--- config.mk ---
export PLATFORM = sky130hd
export DESIGN_NAME = tls_client_hello_sni_extract_flat
export DESIGN_NICKNAME = d
export VERILOG_FILES = /design/src/rtl/tlssni_pkg.sv /design/src/rtl/tlssni_pkt_if.sv /design/src/rtl/tlssni_res_if.sv /design/src/rtl/tlssni_step.sv /design/src/rtl/tls_client_hello_sni_extract.sv /design/src/flat_wrapper.sv
export SDC_FILE = /design/constraint.sdc
export NUM_CORES = 1
export LEC_CHECK = 0
export BUFFER_PORTS_ARGS = -buffer_cell sky130_fd_sc_hd__buf_4
export CAP_MARGIN = 20
export CORE_MARGIN = 5
export CORE_UTILIZATION = 25
export CTS_BUF_LIST = sky130_fd_sc_hd__clkbuf_16
export CTS_CLUSTER_SIZE = 12
export DETAILED_ROUTE_END_ITERATION = 7
export HOLD_SLACK_MARGIN = 0.15
export PLACE_DENSITY = 0.41
export SYNTH_ARGS = -nofsm -noshare
export SYNTH_HDL_FRONTEND = slang
export SYNTH_SLANG_ARGS = --single-unit
--- constraint.sdc ---
create_clock -name clk -period 9.1 [get_ports clk]
set_input_delay 0.455 -clock clk [delete_from_list [all_inputs] [get_ports clk]]
set_output_delay 0.455 -clock clk [all_outputs]
set_load 0.02 [all_outputs]
--- src/rtl/tlssni_pkg.sv ---
// ============================================================================
// TLS ClientHello SNI extractor - shared package
// Types and constants for the server-name parser: parse phases, result status
// codes, the parser state record and the per-byte result record.
// ============================================================================
package tlssni_pkg;

    // Record and handshake header values.
    localparam logic [7:0] CT_HANDSHAKE    = 8'h16;
    localparam logic [7:0] VER_MAJOR       = 8'h03;
    localparam logic [7:0] VER_MINOR_LO    = 8'h01;
    localparam logic [7:0] VER_MINOR_HI    = 8'h03;
    localparam logic [7:0] HS_CLIENT_HELLO = 8'h01;
    localparam logic [7:0] NAME_TYPE_HOST  = 8'h00;

    // Header byte offsets.
    localparam logic [17:0] OFS_CONTENT_TYPE = 18'd0;
    localparam logic [17:0] OFS_VER_MAJOR    = 18'd1;
    localparam logic [17:0] OFS_VER_MINOR    = 18'd2;
    localparam logic [17:0] OFS_REC_LEN_HI   = 18'd3;
    localparam logic [17:0] OFS_REC_LEN_LO   = 18'd4;
    localparam logic [17:0] OFS_HS_TYPE      = 18'd5;
    localparam logic [17:0] OFS_HS_LEN_0     = 18'd6;
    localparam logic [17:0] OFS_HS_LEN_1     = 18'd7;

    // Record header, handshake header, client version and random.
    localparam int SID_OFFSET = 5 + 4 + 2 + 32;
    localparam int REC_HDR_LEN = 5;
    localparam int HS_HDR_LEN = 4;

    // Byte position saturates here on very long streams.
    localparam logic [17:0] POS_MAX = 18'h3FFFF;

    // Parse phases, one-hot.
    typedef enum logic [10:0] {
        PH_HDR     = 11'b000_0000_0001,
        PH_RANDOM  = 11'b000_0000_0010,
        PH_SID     = 11'b000_0000_0100,
        PH_CS      = 11'b000_0000_1000,
        PH_COMP    = 11'b000_0001_0000,
        PH_EXTLEN  = 11'b000_0010_0000,
        PH_EXTHDR  = 11'b000_0100_0000,
        PH_LISTLEN = 11'b000_1000_0000,
        PH_ENTRY   = 11'b001_0000_0000,
        PH_NAME    = 11'b010_0000_0000,
        PH_DONE    = 11'b100_0000_0000
    } phase_t;

    // Final status of a packet.
    typedef enum logic [1:0] {
        ST_FOUND     = 2'd0,
        ST_REJECT    = 2'd1,
        ST_NO_NAME   = 2'd2,
        ST_TRUNCATED = 2'd3
    } status_t;

    // Parser state carried from byte to byte.
    typedef struct packed {
        phase_t      phase;
        logic [17:0] pos;
        logic [16:0] rec_end;
        logic [17:0] skip;
        logic [23:0] acc;
        logic [17:0] ext_end;
        logic [17:0] list_end;
        logic [15:0] name_rem;
        logic [15:0] rec_len;
    } state_t;

    // Result of one byte step.
    typedef struct packed {
        logic        valid;
        logic [7:0]  name_byte;
        logic        is_name;
        logic        done;
        status_t     status;
        logic [15:0] name_length;
    } result_t;

    localparam state_t STATE_RESET = '{
        phase:    PH_HDR,
        pos:      18'd0,
        rec_end:  17'd0,
        skip:     18'd0,
        acc:      24'd0,
        ext_end:  18'd0,
        list_end: 18'd0,
        name_rem: 16'd0,
        rec_len:  16'd0
    };

endpackage

--- src/rtl/tlssni_pkt_if.sv ---
// ============================================================================
// TLS SNI extractor - packet byte channel
// Valid/ready channel carrying one captured packet byte and its end flag.
// ============================================================================
interface tlssni_pkt_if;
    logic       valid;
    logic       ready;
    logic [7:0] data_byte;
    logic       last_byte;

    modport source (output valid, output data_byte, output last_byte, input ready);
    modport sink   (input valid, input data_byte, input last_byte, output ready);
endinterface

--- src/rtl/tlssni_res_if.sv ---
// ============================================================================
// TLS SNI extractor - result channel
// Valid/ready channel carrying one hostname byte and/or the packet status.
// ============================================================================
interface tlssni_res_if;
    logic        valid;
    logic        ready;
    logic [7:0]  name_byte;
    logic        is_name_byte;
    logic        done_res;
    logic [1:0]  status;
    logic [15:0] name_length;

    modport source (output valid, output name_byte, output is_name_byte, output done_res,
                    output status, output name_length, input ready);
    modport sink   (input valid, input name_byte, input is_name_byte, input done_res,
                    input status, input name_length, output ready);
endinterface

--- src/rtl/tlssni_step.sv ---
// ============================================================================
// TLS SNI extractor - byte step logic
// Combinational next-state and result logic for one packet byte: header
// checks, length-prefixed field skipping, extension and name-list walking,
// and hostname byte streaming.
// ============================================================================
module tlssni_step (
    input  tlssni_pkg::state_t  st,
    input  logic [7:0]          data_byte,
    input  logic                last_byte,
    output tlssni_pkg::state_t  nx,
    output tlssni_pkg::result_t res
);
    import tlssni_pkg::*;

    logic        fin;
    status_t     fin_st;
    logic [15:0] fin_len;
    logic        at_field;
    logic        first;
    logic [17:0] i_ofs;
    logic [23:0] acc_eff;
    logic [23:0] acc_sh;
    logic [23:0] hs_len;
    logic [18:0] p1;
    logic [18:0] sum_b;
    logic [18:0] sum_a;
    logic [18:0] rend;

    always_comb
    begin
        nx      = st;
        res     = '0;
        fin     = 1'b0;
        fin_st  = ST_FOUND;
        fin_len = 16'd0;
        hs_len  = {st.acc[15:0], data_byte};

        // Offset within the current field and the shared position sums.
        at_field = (st.pos >= st.skip);
        i_ofs    = st.pos - st.skip;
        first    = (i_ofs == 18'd0);
        acc_eff  = first ? 24'd0 : st.acc;
        acc_sh   = {acc_eff[15:0], data_byte};
        p1       = {1'b0, st.pos} + 19'd1;
        sum_b    = p1 + {11'd0, data_byte};
        sum_a    = p1 + {3'd0, acc_sh[15:0]};
        rend     = {2'd0, st.rec_end};

        unique case (st.phase)
            PH_HDR:
            begin
                // Fixed record and handshake header bytes.
                if (st.pos == OFS_CONTENT_TYPE)
                begin
                    if (data_byte != CT_HANDSHAKE)
                    begin
                        fin = 1'b1; fin_st = ST_REJECT;
                    end
                end
                else if (st.pos == OFS_VER_MAJOR)
                begin
                    if (data_byte != VER_MAJOR)
                    begin
                        fin = 1'b1; fin_st = ST_REJECT;
                    end
                end
                else if (st.pos == OFS_VER_MINOR)
                begin
                    if (data_byte < VER_MINOR_LO || data_byte > VER_MINOR_HI)
                    begin
                        fin = 1'b1; fin_st = ST_REJECT;
                    end
                end
                else if (st.pos == OFS_REC_LEN_HI)
                begin
                    nx.rec_len = {data_byte, 8'h00};
                end
                else if (st.pos == OFS_REC_LEN_LO)
                begin
                    nx.rec_len = {st.rec_len[15:8], data_byte};
                end
                else if (st.pos == OFS_HS_TYPE)
                begin
                    if (data_byte != HS_CLIENT_HELLO)
                    begin
                        fin = 1'b1; fin_st = ST_REJECT;
                    end
                end
                else if (st.pos == OFS_HS_LEN_0)
                begin
                    nx.acc = {16'd0, data_byte};
                end
                else if (st.pos == OFS_HS_LEN_1)
                begin
                    nx.acc = hs_len;
                end
                else
                begin
                    // Handshake must fit in the record.
                    nx.acc = hs_len;
                    if ({1'b0, hs_len} + 25'(HS_HDR_LEN) > {9'd0, st.rec_len})
                    begin
                        fin = 1'b1; fin_st = ST_REJECT;
                    end
                    else
                    begin
                        nx.rec_end = {1'b0, st.rec_len} + 17'(REC_HDR_LEN);
                        nx.phase   = PH_RANDOM;
                    end
                end
            end

            PH_RANDOM:
            begin
                // Wait out the version and random, then read the session id length.
                if (st.pos >= 18'(SID_OFFSET - 1))
                begin
                    if (19'(SID_OFFSET + 1) > rend)
                    begin
                        fin = 1'b1; fin_st = ST_NO_NAME;
                    end
                    else
                    begin
                        nx.skip  = 18'(SID_OFFSET);
                        nx.phase = PH_SID;
                    end
                end
            end

            PH_SID:
            begin
                if (at_field)
                begin
                    if (sum_b + 19'd2 > rend)
                    begin
                        fin = 1'b1; fin_st = ST_NO_NAME;
                    end
                    else
                    begin
                        nx.skip  = sum_b[17:0];
                        nx.phase = PH_CS;
                    end
                end
            end

            PH_CS:
            begin
                if (at_field)
                begin
                    nx.acc = acc_sh;
                    if (!first)
                    begin
                        if (sum_a + 19'd1 > rend)
                        begin
                            fin = 1'b1; fin_st = ST_NO_NAME;
                        end
                        else
                        begin
                            nx.skip  = sum_a[17:0];
                            nx.phase = PH_COMP;
                        end
                    end
                end
            end

            PH_COMP:
            begin
                if (at_field)
                begin
                    if (sum_b + 19'd2 > rend)
                    begin
                        fin = 1'b1; fin_st = ST_NO_NAME;
                    end
                    else
                    begin
                        nx.skip  = sum_b[17:0];
                        nx.phase = PH_EXTLEN;
                    end
                end
            end

            PH_EXTLEN:
            begin
                if (at_field)
                begin
                    nx.acc = acc_sh;
                    if (!first)
                    begin
                        nx.ext_end = sum_a[17:0];
                        if (p1 + 19'd4 <= sum_a && p1 + 19'd4 <= rend)
                        begin
                            nx.skip  = p1[17:0];
                            nx.phase = PH_EXTHDR;
                        end
                        else
                        begin
                            fin = 1'b1; fin_st = ST_NO_NAME;
                        end
                    end
                end
            end

            PH_EXTHDR:
            begin
                if (at_field)
                begin
                    if (i_ofs < 18'd2)
                    begin
                        // Any nonzero type byte marks a foreign extension.
                        nx.acc = acc_eff | ((data_byte != 8'h00) ? 24'h010000 : 24'h000000);
                    end
                    else
                    begin
                        nx.acc = {7'd0, acc_eff[16], acc_sh[15:0]};
                        if (i_ofs >= 18'd3)
                        begin
                            if (!acc_eff[16])
                            begin
                                // Server name extension: read the list length.
                                if (p1 + 19'd2 > rend)
                                begin
                                    fin = 1'b1; fin_st = ST_NO_NAME;
                                end
                                else
                                begin
                                    nx.skip  = p1[17:0];
                                    nx.phase = PH_LISTLEN;
                                end
                            end
                            else if (sum_a + 19'd4 <= {1'b0, st.ext_end} &&
                                     sum_a + 19'd4 <= rend)
                            begin
                                nx.skip  = sum_a[17:0];
                                nx.phase = PH_EXTHDR;
                            end
                            else
                            begin
                                fin = 1'b1; fin_st = ST_NO_NAME;
                            end
                        end
                    end
                end
            end

            PH_LISTLEN:
            begin
                if (at_field)
                begin
                    nx.acc = acc_sh;
                    if (!first)
                    begin
                        nx.list_end = sum_a[17:0];
                        if (p1 + 19'd3 <= sum_a && p1 + 19'd3 <= rend)
                        begin
                            nx.skip  = p1[17:0];
                            nx.phase = PH_ENTRY;
                        end
                        else
                        begin
                            fin = 1'b1; fin_st = ST_NO_NAME;
                        end
                    end
                end
            end

            PH_ENTRY:
            begin
                if (at_field)
                begin
                    nx.acc = acc_sh;
                    if (i_ofs >= 18'd2)
                    begin
                        if (acc_sh[23:16] == NAME_TYPE_HOST)
                        begin
                            if (sum_a > rend)
                            begin
                                fin = 1'b1; fin_st = ST_NO_NAME;
                            end
                            else if (acc_sh[15:0] == 16'd0)
                            begin
                                fin = 1'b1; fin_st = ST_FOUND;
                            end
                            else
                            begin
                                nx.acc      = {8'd0, acc_sh[15:0]};
                                nx.name_rem = acc_sh[15:0];
                                nx.skip     = p1[17:0];
                                nx.phase    = PH_NAME;
                            end
                        end
                        else if (sum_a + 19'd3 <= {1'b0, st.list_end} &&
                                 sum_a + 19'd3 <= rend)
                        begin
                            nx.skip  = sum_a[17:0];
                            nx.phase = PH_ENTRY;
                        end
                        else
                        begin
                            fin = 1'b1; fin_st = ST_NO_NAME;
                        end
                    end
                end
            end

            PH_NAME:
            begin
                // Stream the hostname; the last byte also carries the status.
                res.valid     = 1'b1;
                res.is_name   = 1'b1;
                res.name_byte = data_byte;
                nx.name_rem   = st.name_rem - 16'd1;
                if (nx.name_rem == 16'd0)
                begin
                    fin     = 1'b1;
                    fin_st  = ST_FOUND;
                    fin_len = st.acc[15:0];
                end
            end

            PH_DONE:
            begin
                // Decided: swallow bytes until the end of the packet.
            end

            default:
            begin
                fin = 1'b1; fin_st = ST_REJECT;
            end
        endcase

        if (fin)
        begin
            nx.phase = PH_DONE;
        end

        // End of the captured packet: close out and start over.
        if (last_byte)
        begin
            if (nx.phase != PH_DONE)
            begin
                fin     = 1'b1;
                fin_len = 16'd0;
                if (nx.phase == PH_NAME)
                begin
                    fin_st = ST_TRUNCATED;
                end
                else if (st.pos < 18'(SID_OFFSET - 1))
                begin
                    fin_st = ST_REJECT;
                end
                else
                begin
                    fin_st = ST_NO_NAME;
                end
            end
            nx = STATE_RESET;
        end
        else if (st.pos != POS_MAX)
        begin
            nx.pos = st.pos + 18'd1;
        end

        if (fin)
        begin
            res.valid       = 1'b1;
            res.done        = 1'b1;
            res.status      = fin_st;
            res.name_length = fin_len;
        end
    end

endmodule

--- src/rtl/tls_client_hello_sni_extract.sv ---
// ============================================================================
// TLS ClientHello SNI extractor - top level
// Parses a captured TLS record byte by byte and streams out the first
// server_name host name, ending each packet with one status result.
// ============================================================================
// The block takes one packet byte per cycle and keeps that rate for as long
// as the result side keeps up; each byte goes through an input register,
// and its result through a result register. Each byte yields at most one
// result: a hostname byte, the packet's final status, or both on the last
// hostname byte. Ready drops only while the result register holds a result
// that the sink has not taken. After the final status of a packet, the
// remaining bytes up to the one flagged last_byte are consumed without
// results, and the byte after it starts a new packet at offset zero.
module tls_client_hello_sni_extract (
    input  logic         clk,
    input  logic         rst_n,
    tlssni_pkt_if.sink   pkt,
    tlssni_res_if.source sni
);
    import tlssni_pkg::*;

    logic       s1_valid_reg;
    logic [7:0] s1_data_reg;
    logic       s1_last_reg;
    state_t     st_reg;
    state_t     st_next;
    result_t    res_next;
    logic       out_valid_reg;
    result_t    out_res_reg;
    logic       out_free;
    logic       adv;

    // The step runs when the result register can take its output.
    assign out_free  = !out_valid_reg || sni.ready;
    assign adv       = s1_valid_reg && out_free;
    assign pkt.ready = !s1_valid_reg || out_free;

    tlssni_step u_step (
        .st        (st_reg),
        .data_byte (s1_data_reg),
        .last_byte (s1_last_reg),
        .nx        (st_next),
        .res       (res_next)
    );

    // Input register.
    always_ff @(posedge clk or negedge rst_n)
    begin
        if (!rst_n)
        begin
            s1_valid_reg <= 1'b0;
        end
        else if (pkt.ready)
        begin
            s1_valid_reg <= pkt.valid;
        end
    end

    always_ff @(posedge clk)
    begin
        if (pkt.valid && pkt.ready)
        begin
            s1_data_reg <= pkt.data_byte;
            s1_last_reg <= pkt.last_byte;
        end
    end

    // Parser state.
    always_ff @(posedge clk or negedge rst_n)
    begin
        if (!rst_n)
        begin
            st_reg <= STATE_RESET;
        end
        else if (adv)
        begin
            st_reg <= st_next;
        end
    end

    // Result register.
    always_ff @(posedge clk or negedge rst_n)
    begin
        if (!rst_n)
        begin
            out_valid_reg <= 1'b0;
        end
        else if (out_free)
        begin
            out_valid_reg <= adv && res_next.valid;
        end
    end

    always_ff @(posedge clk)
    begin
        if (adv && res_next.valid)
        begin
            out_res_reg <= res_next;
        end
    end

    assign sni.valid        = out_valid_reg;
    assign sni.name_byte    = out_res_reg.name_byte;
    assign sni.is_name_byte = out_res_reg.is_name;
    assign sni.done_res     = out_res_reg.done;
    assign sni.status       = out_res_reg.status;
    assign sni.name_length  = out_res_reg.name_length;

    // A status result leaves the parser decided or at the start of a packet.
    a_done_settles: assert property (@(posedge clk) disable iff (!rst_n)
        adv && res_next.done |=> (st_reg.phase == PH_DONE || st_reg.phase == PH_HDR))
        else $error("parser kept running after a final status");

    // Every result carries a hostname byte, a status, or both.
    a_result_kind: assert property (@(posedge clk) disable iff (!rst_n)
        out_valid_reg && !out_res_reg.is_name |-> out_res_reg.done)
        else $error("empty result transfer");

    // Name length is reported only with a found status.
    a_len_found: assert property (@(posedge clk) disable iff (!rst_n)
        out_valid_reg && out_res_reg.status != ST_FOUND |-> out_res_reg.name_length == 16'd0)
        else $error("name length with a failing status");

    // The byte after a packet's last byte is parsed at offset zero.
    a_new_packet: assert property (@(posedge clk) disable iff (!rst_n)
        adv && s1_last_reg |=> st_reg.pos == 18'd0 && st_reg.phase == PH_HDR)
        else $error("packet end did not restart the parser");

endmodule
--- src/flat_wrapper.sv ---
// flat-port wrapper written by rule: the top's interface ports become plain ports
module tls_client_hello_sni_extract_flat import tlssni_pkg::*;
  (clk, rst_n, pkt_valid, pkt_data_byte, pkt_last_byte, pkt_ready, sni_valid, sni_name_byte, sni_is_name_byte, sni_done_res, sni_status, sni_name_length, sni_ready);
  tlssni_pkt_if pkt_i ();
  tlssni_res_if sni_i ();
  input  logic clk;
  input  logic rst_n;
  input wire logic [$bits(pkt_i.valid)-1:0] pkt_valid;
  input wire logic [$bits(pkt_i.data_byte)-1:0] pkt_data_byte;
  input wire logic [$bits(pkt_i.last_byte)-1:0] pkt_last_byte;
  output wire logic [$bits(pkt_i.ready)-1:0] pkt_ready;
  output wire logic [$bits(sni_i.valid)-1:0] sni_valid;
  output wire logic [$bits(sni_i.name_byte)-1:0] sni_name_byte;
  output wire logic [$bits(sni_i.is_name_byte)-1:0] sni_is_name_byte;
  output wire logic [$bits(sni_i.done_res)-1:0] sni_done_res;
  output wire logic [$bits(sni_i.status)-1:0] sni_status;
  output wire logic [$bits(sni_i.name_length)-1:0] sni_name_length;
  input wire logic [$bits(sni_i.ready)-1:0] sni_ready;
  assign pkt_i.valid = pkt_valid;
  assign pkt_i.data_byte = pkt_data_byte;
  assign pkt_i.last_byte = pkt_last_byte;
  assign pkt_ready = pkt_i.ready;
  assign sni_valid = sni_i.valid;
  assign sni_name_byte = sni_i.name_byte;
  assign sni_is_name_byte = sni_i.is_name_byte;
  assign sni_done_res = sni_i.done_res;
  assign sni_status = sni_i.status;
  assign sni_name_length = sni_i.name_length;
  assign sni_i.ready = sni_ready;
  tls_client_hello_sni_extract u_core (.clk(clk), .rst_n(rst_n), .pkt(pkt_i), .sni(sni_i));
endmodule
* Yosys cells after proc, flatten, opt, wreduce, memory -nomap -nowiden
Cells that the tools add are included.
** Storage, ports and cells
- Register bits after elaboration :: 195
- Output and inout port bits :: 30
** Cells by class
- $add $sub $neg :: 15
- Bitwise logic cells :: 1
- Order comparisons :: 22
- Reduce and logical (&&, ||, !) cells :: 39
- Mux-type cells :: 197
- Equal/unequal tests :: 66
** Operators with widths (count)
- 2-to-1 mux 11 bit :: 38
- 2-to-1 mux 18 bit :: 23
- 2-to-1 mux 42 bit :: 7
- 2-to-1 mux 24 bit :: 10
- 2-to-1 mux 16 bit :: 14
- 2-to-1 mux 17 bit :: 11
- case mux 24 bit (6 select lines) :: 1
- 2-to-1 mux 127 bit :: 1
- case mux 18 bit (7 select lines) :: 1
- case mux 11 bit (9 select lines) :: 1
- != test 3 x 2 -> 1 bit, second input constant :: 26
- adder 19 x 2 -> 19 bit, second input constant :: 4
- greater-than comparator 19 x 17 -> 1 bit :: 4
- <= comparator 19 x 17 -> 1 bit :: 4
- == test 18 x 3 -> 1 bit, second input constant :: 4
- 2-to-1 mux 2 bit :: 36
- 2-to-1 mux 60 bit :: 1
- 2-to-1 mux 1 bit :: 47
- adder 19 x 3 -> 19 bit, second input constant :: 2
- <= comparator 19 x 18 -> 1 bit :: 2
- <= comparator 19 bit :: 2
- == test 18 x 2 -> 1 bit, second input constant :: 2
- greater-or-equal comparator 18 x 2 -> 1 bit, second input constant :: 2
- zero test 18 bit :: 2
- 61 further kinds :: 95

* Depth between registers and ports, before layout
- Word-level depth :: 19
- Gate-level depth with buffers :: 39
- Depth with buffers taken out :: 36

* By module
A second synthesis with hierarchy kept.
** Second synthesis, totals
- Cell total of the unflattened synthesis :: 2994
- Area total of the unflattened synthesis :: 24756.2 um^2
** By module, submodules not included
- tlssni_step :: seq. area each 0.0 um^2, area each 17122.7 um^2, cells an instance 2617, times used 1
- tls_client_hello_sni_extract :: seq. area each 5066.1 um^2, area each 7633.6 um^2, cells an instance 377, times used 1

* Worst setup path before layout
OpenSTA, ideal clock, no wires.
- Path kind :: register -> register
- Start point :: register u_core.st_reg[127] (netlist bit)
- End point :: register u_core.out_res_reg (netlist bit u_core.sni.done_res), enable pin
- Clock period less this slack :: 8751 ps
- Arrival time :: 8329 ps
- Path slack :: 349 ps
- Path buffers :: 4
- Required time :: 8678 ps
- Stages on the path, launching flop included :: 37
- Path through :: dfrtp_1 clkbuf_1 inv_1 ha_1 fa_1 nand2b_1 a21oi_2 nor2_1 o211a_1 nor3_1 o21bai_1 or3_1 clkbuf_1 and2_1 ha_1 inv_1 a21oi_1 a21o_1 a211o_1 buf_2 inv_1 clkbuf_1 nor3_1 xnor2_1 ha_1 and4_1 a221o_1 a21o_1 a21o_1 a21o_1 a22oi_1 o311a_1 o211ai_1 a31o_1 o21a_1 nor2_1 a21oi_1
** Between the ends
- Longest elaborated chain between the ends :: 19
** Ends and longest elaborated chain
- start: declaration :: RTL line tls_client_hello_sni_extract.sv:25 : state_t st_reg;
- start signal: assignment :: RTL line tls_client_hello_sni_extract.sv:77 : st_reg <= st_next;
- subtractor 18 bit :: RTL line tlssni_step.sv:41 : i_ofs = st.pos - st.skip;
- zero test 18 bit :: RTL line tlssni_step.sv:42 : first = (i_ofs == 18'd0);
- 2-to-1 mux 24 bit :: RTL line tlssni_step.sv:43 : acc_eff = first ? 24'd0 : st.acc;
- adder 19 x 16 -> 19 bit :: RTL line tlssni_step.sv:47 : sum_a = p1 + {3'd0, acc_sh[15:0]};
- adder 19 x 3 -> 19 bit :: RTL line tlssni_step.sv:231, tlssni_step.sv:232
- <= comparator 19 x 18 -> 1 bit or <= comparator 19 x 17 -> 1 bit (tied branches) :: RTL line tlssni_step.sv:231, tlssni_step.sv:232
- logical AND 1 bit :: RTL line tlssni_step.sv:231 : else if (sum_a + 19'd4 <= {1'b0, st.ext_end} &&
- 2-to-1 mux 1 bit or 2-to-1 mux 11 bit (tied branches) :: RTL line tlssni_step.sv:231
- (+3 left out)
- 2-to-1 mux 1 bit or 2-to-1 mux 11 bit (tied branches) :: RTL line tlssni_step.sv:206 : if (at_field)
- case mux 1 bit (10 select lines) or case mux 11 bit (9 select lines) (tied branches) :: RTL line tlssni_step.sv:50 : unique case (st.phase)
- 2-to-1 mux 11 bit :: RTL line tlssni_step.sv:332 : if (fin)
- != test 11 bit :: RTL line tlssni_step.sv:340 : if (nx.phase != PH_DONE)
- 2-to-1 mux 1 bit :: RTL line tlssni_step.sv:340
- 2-to-1 mux 1 bit (*) :: RTL line tlssni_step.sv:338 : if (last_byte)
- 2-to-1 mux 1 bit (*) :: RTL line tlssni_step.sv:364 : if (fin)
- logical AND 1 bit (*) :: RTL line tls_client_hello_sni_extract.sv:96 : if (adv && res_next.valid)
- end signal: assignment :: RTL line tls_client_hello_sni_extract.sv:98 : out_res_reg <= res_next;
- end: declaration :: RTL line tls_client_hello_sni_extract.sv:29 : result_t out_res_reg;
Mark *: on every way between the ends. The rest lies on a longest branch, timed or not.
A chain may end at the register's enable or synchronous reset.

* Worst setup path after layout
- Start point :: register u_core.st_reg[127] (netlist bit)
- End point :: register u_core.st_reg[149] (netlist bit)
** Between the ends
- Longest elaborated chain between the ends :: 15
** Ends and longest elaborated chain
- subtractor 18 bit :: RTL line tlssni_step.sv:41
- zero test 18 bit :: RTL line tlssni_step.sv:42
- 2-to-1 mux 24 bit :: RTL line tlssni_step.sv:43
- adder 19 x 16 -> 19 bit :: RTL line tlssni_step.sv:47
- adder 19 x 3 -> 19 bit :: RTL line tlssni_step.sv:231, tlssni_step.sv:232
- <= comparator 19 x 18 -> 1 bit or <= comparator 19 x 17 -> 1 bit (tied branches) :: RTL line tlssni_step.sv:231, tlssni_step.sv:232
- logical AND 1 bit :: RTL line tlssni_step.sv:231
- 2-to-1 mux 1 bit or 2-to-1 mux 11 bit (tied branches) :: RTL line tlssni_step.sv:231
- 2-to-1 mux 1 bit or 2-to-1 mux 11 bit (tied branches) :: RTL line tlssni_step.sv:218 : if (!acc_eff[16])
- 2-to-1 mux 1 bit or 2-to-1 mux 11 bit (tied branches) :: RTL line tlssni_step.sv:216 : if (i_ofs >= 18'd3)
- 2-to-1 mux 1 bit or 2-to-1 mux 11 bit (tied branches) :: RTL line tlssni_step.sv:208 : if (i_ofs < 18'd2)
- 2-to-1 mux 1 bit or 2-to-1 mux 11 bit (tied branches) :: RTL line tlssni_step.sv:206
- case mux 1 bit (10 select lines) or case mux 11 bit (9 select lines) (tied branches) :: RTL line tlssni_step.sv:50
- 2-to-1 mux 11 bit (*) :: RTL line tlssni_step.sv:332
- 2-to-1 mux 11 bit (*) :: RTL line tlssni_step.sv:338
Marked as above.

==> run_results.csv <==
group,metric,value,unit
synth,synth.distinct_cells,101,
critical_path,crit_arrival,9.09,ns
synth,synthesis.area,20340,um^2
placement,dp_hpwl,71.05,mm
floorplanning,fp-row-count,104,
critical_path,required,9.52,ns
pwr,peakVddDrop,0.0001616,V
synth,synth_cells,2521,
floorplanning,dieWidth,295.2,um
cells_and_area,register_area,4891,um^2
global_routing,grt_pass1_wl,131.2,mm
synth,synth_nets,2807,
global_routing,track_usage,20.02,%
synth,synth_edf_count,37,
floorplanning,die_h,295.2,um
global_routing,use_met3,2.787,%
critical_path,cpMaxStageDelayCell,"xnor2_1",
synth,postSynthAreaPerCell,8.068,um^2
timing,hold_viol,0,
timing,finalCriticalPeriod,8.675,ns
cells_and_area,synthToLayoutAreaGrowth,14.32,%
global_routing,met2_usage,33.20,%
pwr,power.leakage,9.704,nW
clocking,clock_sinks,188,
detailed_routing,drt-pass1-iter-count,6,
outcome,status,"finished clean",
synth,ys_seq_area_share,24.05,%
placement,pre_cts_ws,0.09469,ns
timing,period_share,95.33,%
critical_path,critical_path_class,"register to register",
synth,ys_top_cells_by_area,"dfrtp_1, ha_1, xnor2_1, edfxtp_1, nand2_1",
clocking,insertion_delay,0.51,ns
timing,fin_ws,0.4248,ns
cells_and_area,final_area,23250,um^2
timing,worst_slew_pin_slew,1.121,ns
floorplanning,io_pins,43,
timing,fin_skew,0.02560,ns
cells_and_area,multi_input_area,14550,um^2
synth,ys.flop_type,"dfrtp_1",
synth,synth-async-reset-ratio,80.32,%
cells_and_area,nFillCells,8645,
worst_hold_path,whs_path_depth,4,
timing,slew_violations,0,
global_routing,met1_usage,27.47,%
synth,ys_ff_latch,188,
critical_path,max_stage_delay,0.47,ns
clocking,cts_buffer_depth,2,
clocking,htreeDepth,4,
placement,placed_area,22440,um^2
floorplanning,dieArea,87160,um^2
global_routing,antenna_found_initial,2,
synth,synth_top_area_share,18.46,%
timing,finalSetupViolations,0,
cells_and_area,fin_nets,2890,
cells_and_area,fin_cells,3677,
cells_and_area,layout_common_cells,"ha_1, nand2_1, nor2_1",
detailed_routing,post-route-drc-count,0,
global_routing,grt-ovfl-total,0,
synth,yosys_warnings,0,
global_routing,grt_max_degree,61,
pwr,total_power,0.007747,W
detailed_routing,post_drt_wl_per_cell,24.35,um
critical_path,startpoint_type,"register",
cells_and_area,diodes,0,
critical_path,crit_path_end_kind,"register",
floorplanning,core_area,80550,um^2
clocking,cts_tree,"done",
worst_hold_path,hp-class,"primary input to register",
floorplanning,start_util,25.25,%
timing,rsz0062_at_grt,"false",
detailed_routing,wirelength,89.52,mm
timing,max_slew_margin,25.09,%
cells_and_area,final_common_cell,"ha_1",
pwr,p_per_area,333.2,nW/um^2
cells_and_area,drive_above_1_share,10.28,%
clocking,cts_root_buf,"clkbuf_16",
placement,dp_cells,3632,
detailed_routing,drtAntennaViolNets,0,
global_routing,first_global_vias,19500,
placement,gp_congestion,0.9386,
global_routing,grt-busiest-layer,"met2",
placement,numPortBuffers,42,
detailed_routing,via_count,19980,
job,cap_violations,0,
timing,max_freq,0.1153,GHz
critical_path,reg2reg_depth,34,
cells_and_area,largest_register_ffs,149,
detailed_routing,drt_iter0_drc,1681,
detailed_routing,viasPerCell,5.434,
timing,fin_setup_tns,0,ns
critical_path,path_max_fanout,14,
clocking,cts_buffers,17,
clocking,clkSlewWorstSetupHoldPaths,0.09,ns
synth,synth_top_area_cell,"dfrtp_1",
[critical path: cells and delay by family, from the launching register on]
| kind | cells | cell delay (ns) |
|---|---|---|
| adders and majority gates | 3 | 1.02 |
| and+or+nand+nor | 7 | 1.59 |
| xor gates and xnor gates | 3 | 1.02 |
| DFF | 1 | 0.38 |
| buffers and inverters | 5 | 0.95 |
| AOI/OAI and AO/OA | 16 | 3.65 |
[synthesized netlist by cell type, drive strengths merged, types with 66 or more instances]
library cell	instances
a21o	69
a21oi	138
clkbuf	80
dfrtp	150
ha	271
inv	156
nand2	253
nand3	72
nor2	201
nor3	66
o21ai	179
xnor2	161
[where the power goes]
| part | internal [W] | total [W] | switching [W] |
|---|---|---|---|
| Clock | 0.000374 | 0.000808 | 0.000434 |
| Sequential | 0.00110 | 0.00135 | 0.000248 |
| Combinational | 0.00210 | 0.00559 | 0.00349 |
[layer usage]
layer,wire length [um],share of wire (%)
met5,0,0
met4,2186,2.4
met3,4786,5.3
met2,41450,46
met1,41100,46
[per-stage QoR]
stage / utilization (%) / hold WS, ns
finish: 28.86 / 0.2434
CTS: 28.75 / 0.1869
global placement: 27.84 / 0.4610
global route: 28.86 / 0.2190
floorplan: - / 0.1594
detailed placement: 27.86 / 0.4639
[logic make-up after synthesis]
logic type	synth area share (%)
simple gates	22.21
xor+xnor	7.795
mux	0.8613
buf+inv	5.088
fa+ha+maj	17.02
flops	24.05
compound gates	22.98
[timing repair]
item / in CTS / in global routing
gates resized for setup: 0 / 17
hold buffers: 11 / 0
endpoints found under the setup margin: 0 / 72
buffers inserted: 0 / 1
endpoints found under the hold margin: 59 / 0
[area by class of cell]
| class | count | share of cell area, % |
|---|---|---|
| flip-flops and latches | 188 | 21.04 |
| clock inverters | 15 | 0.7911 |
| well taps | 1060 | 5.704 |
| inverters | 158 | 2.551 |
| clock buffers | 17 | 1.830 |
| repair buffers | 166 | 5.495 |
| multi-input cells | 2073 | 62.59 |
[final timing paths]
kind | slack, ns | endpoint | startpoint
max | 0.42 | u_core.st_reg[149] | u_core.st_reg[127]
min | 0.24 | u_core.sni.valid | sni_ready
max reg2reg | 0.42 | u_core.st_reg[149] | u_core.st_reg[127]
min reg2reg | 0.48 | u_core.st_reg[33] | u_core.st_reg[33]
max in group asynchronous | 7.41 | u_core.st_reg[41] | rst_n
min in group asynchronous | 0.48 | u_core.st_reg[11] | rst_n
Power figures use the tool's default switching activity.
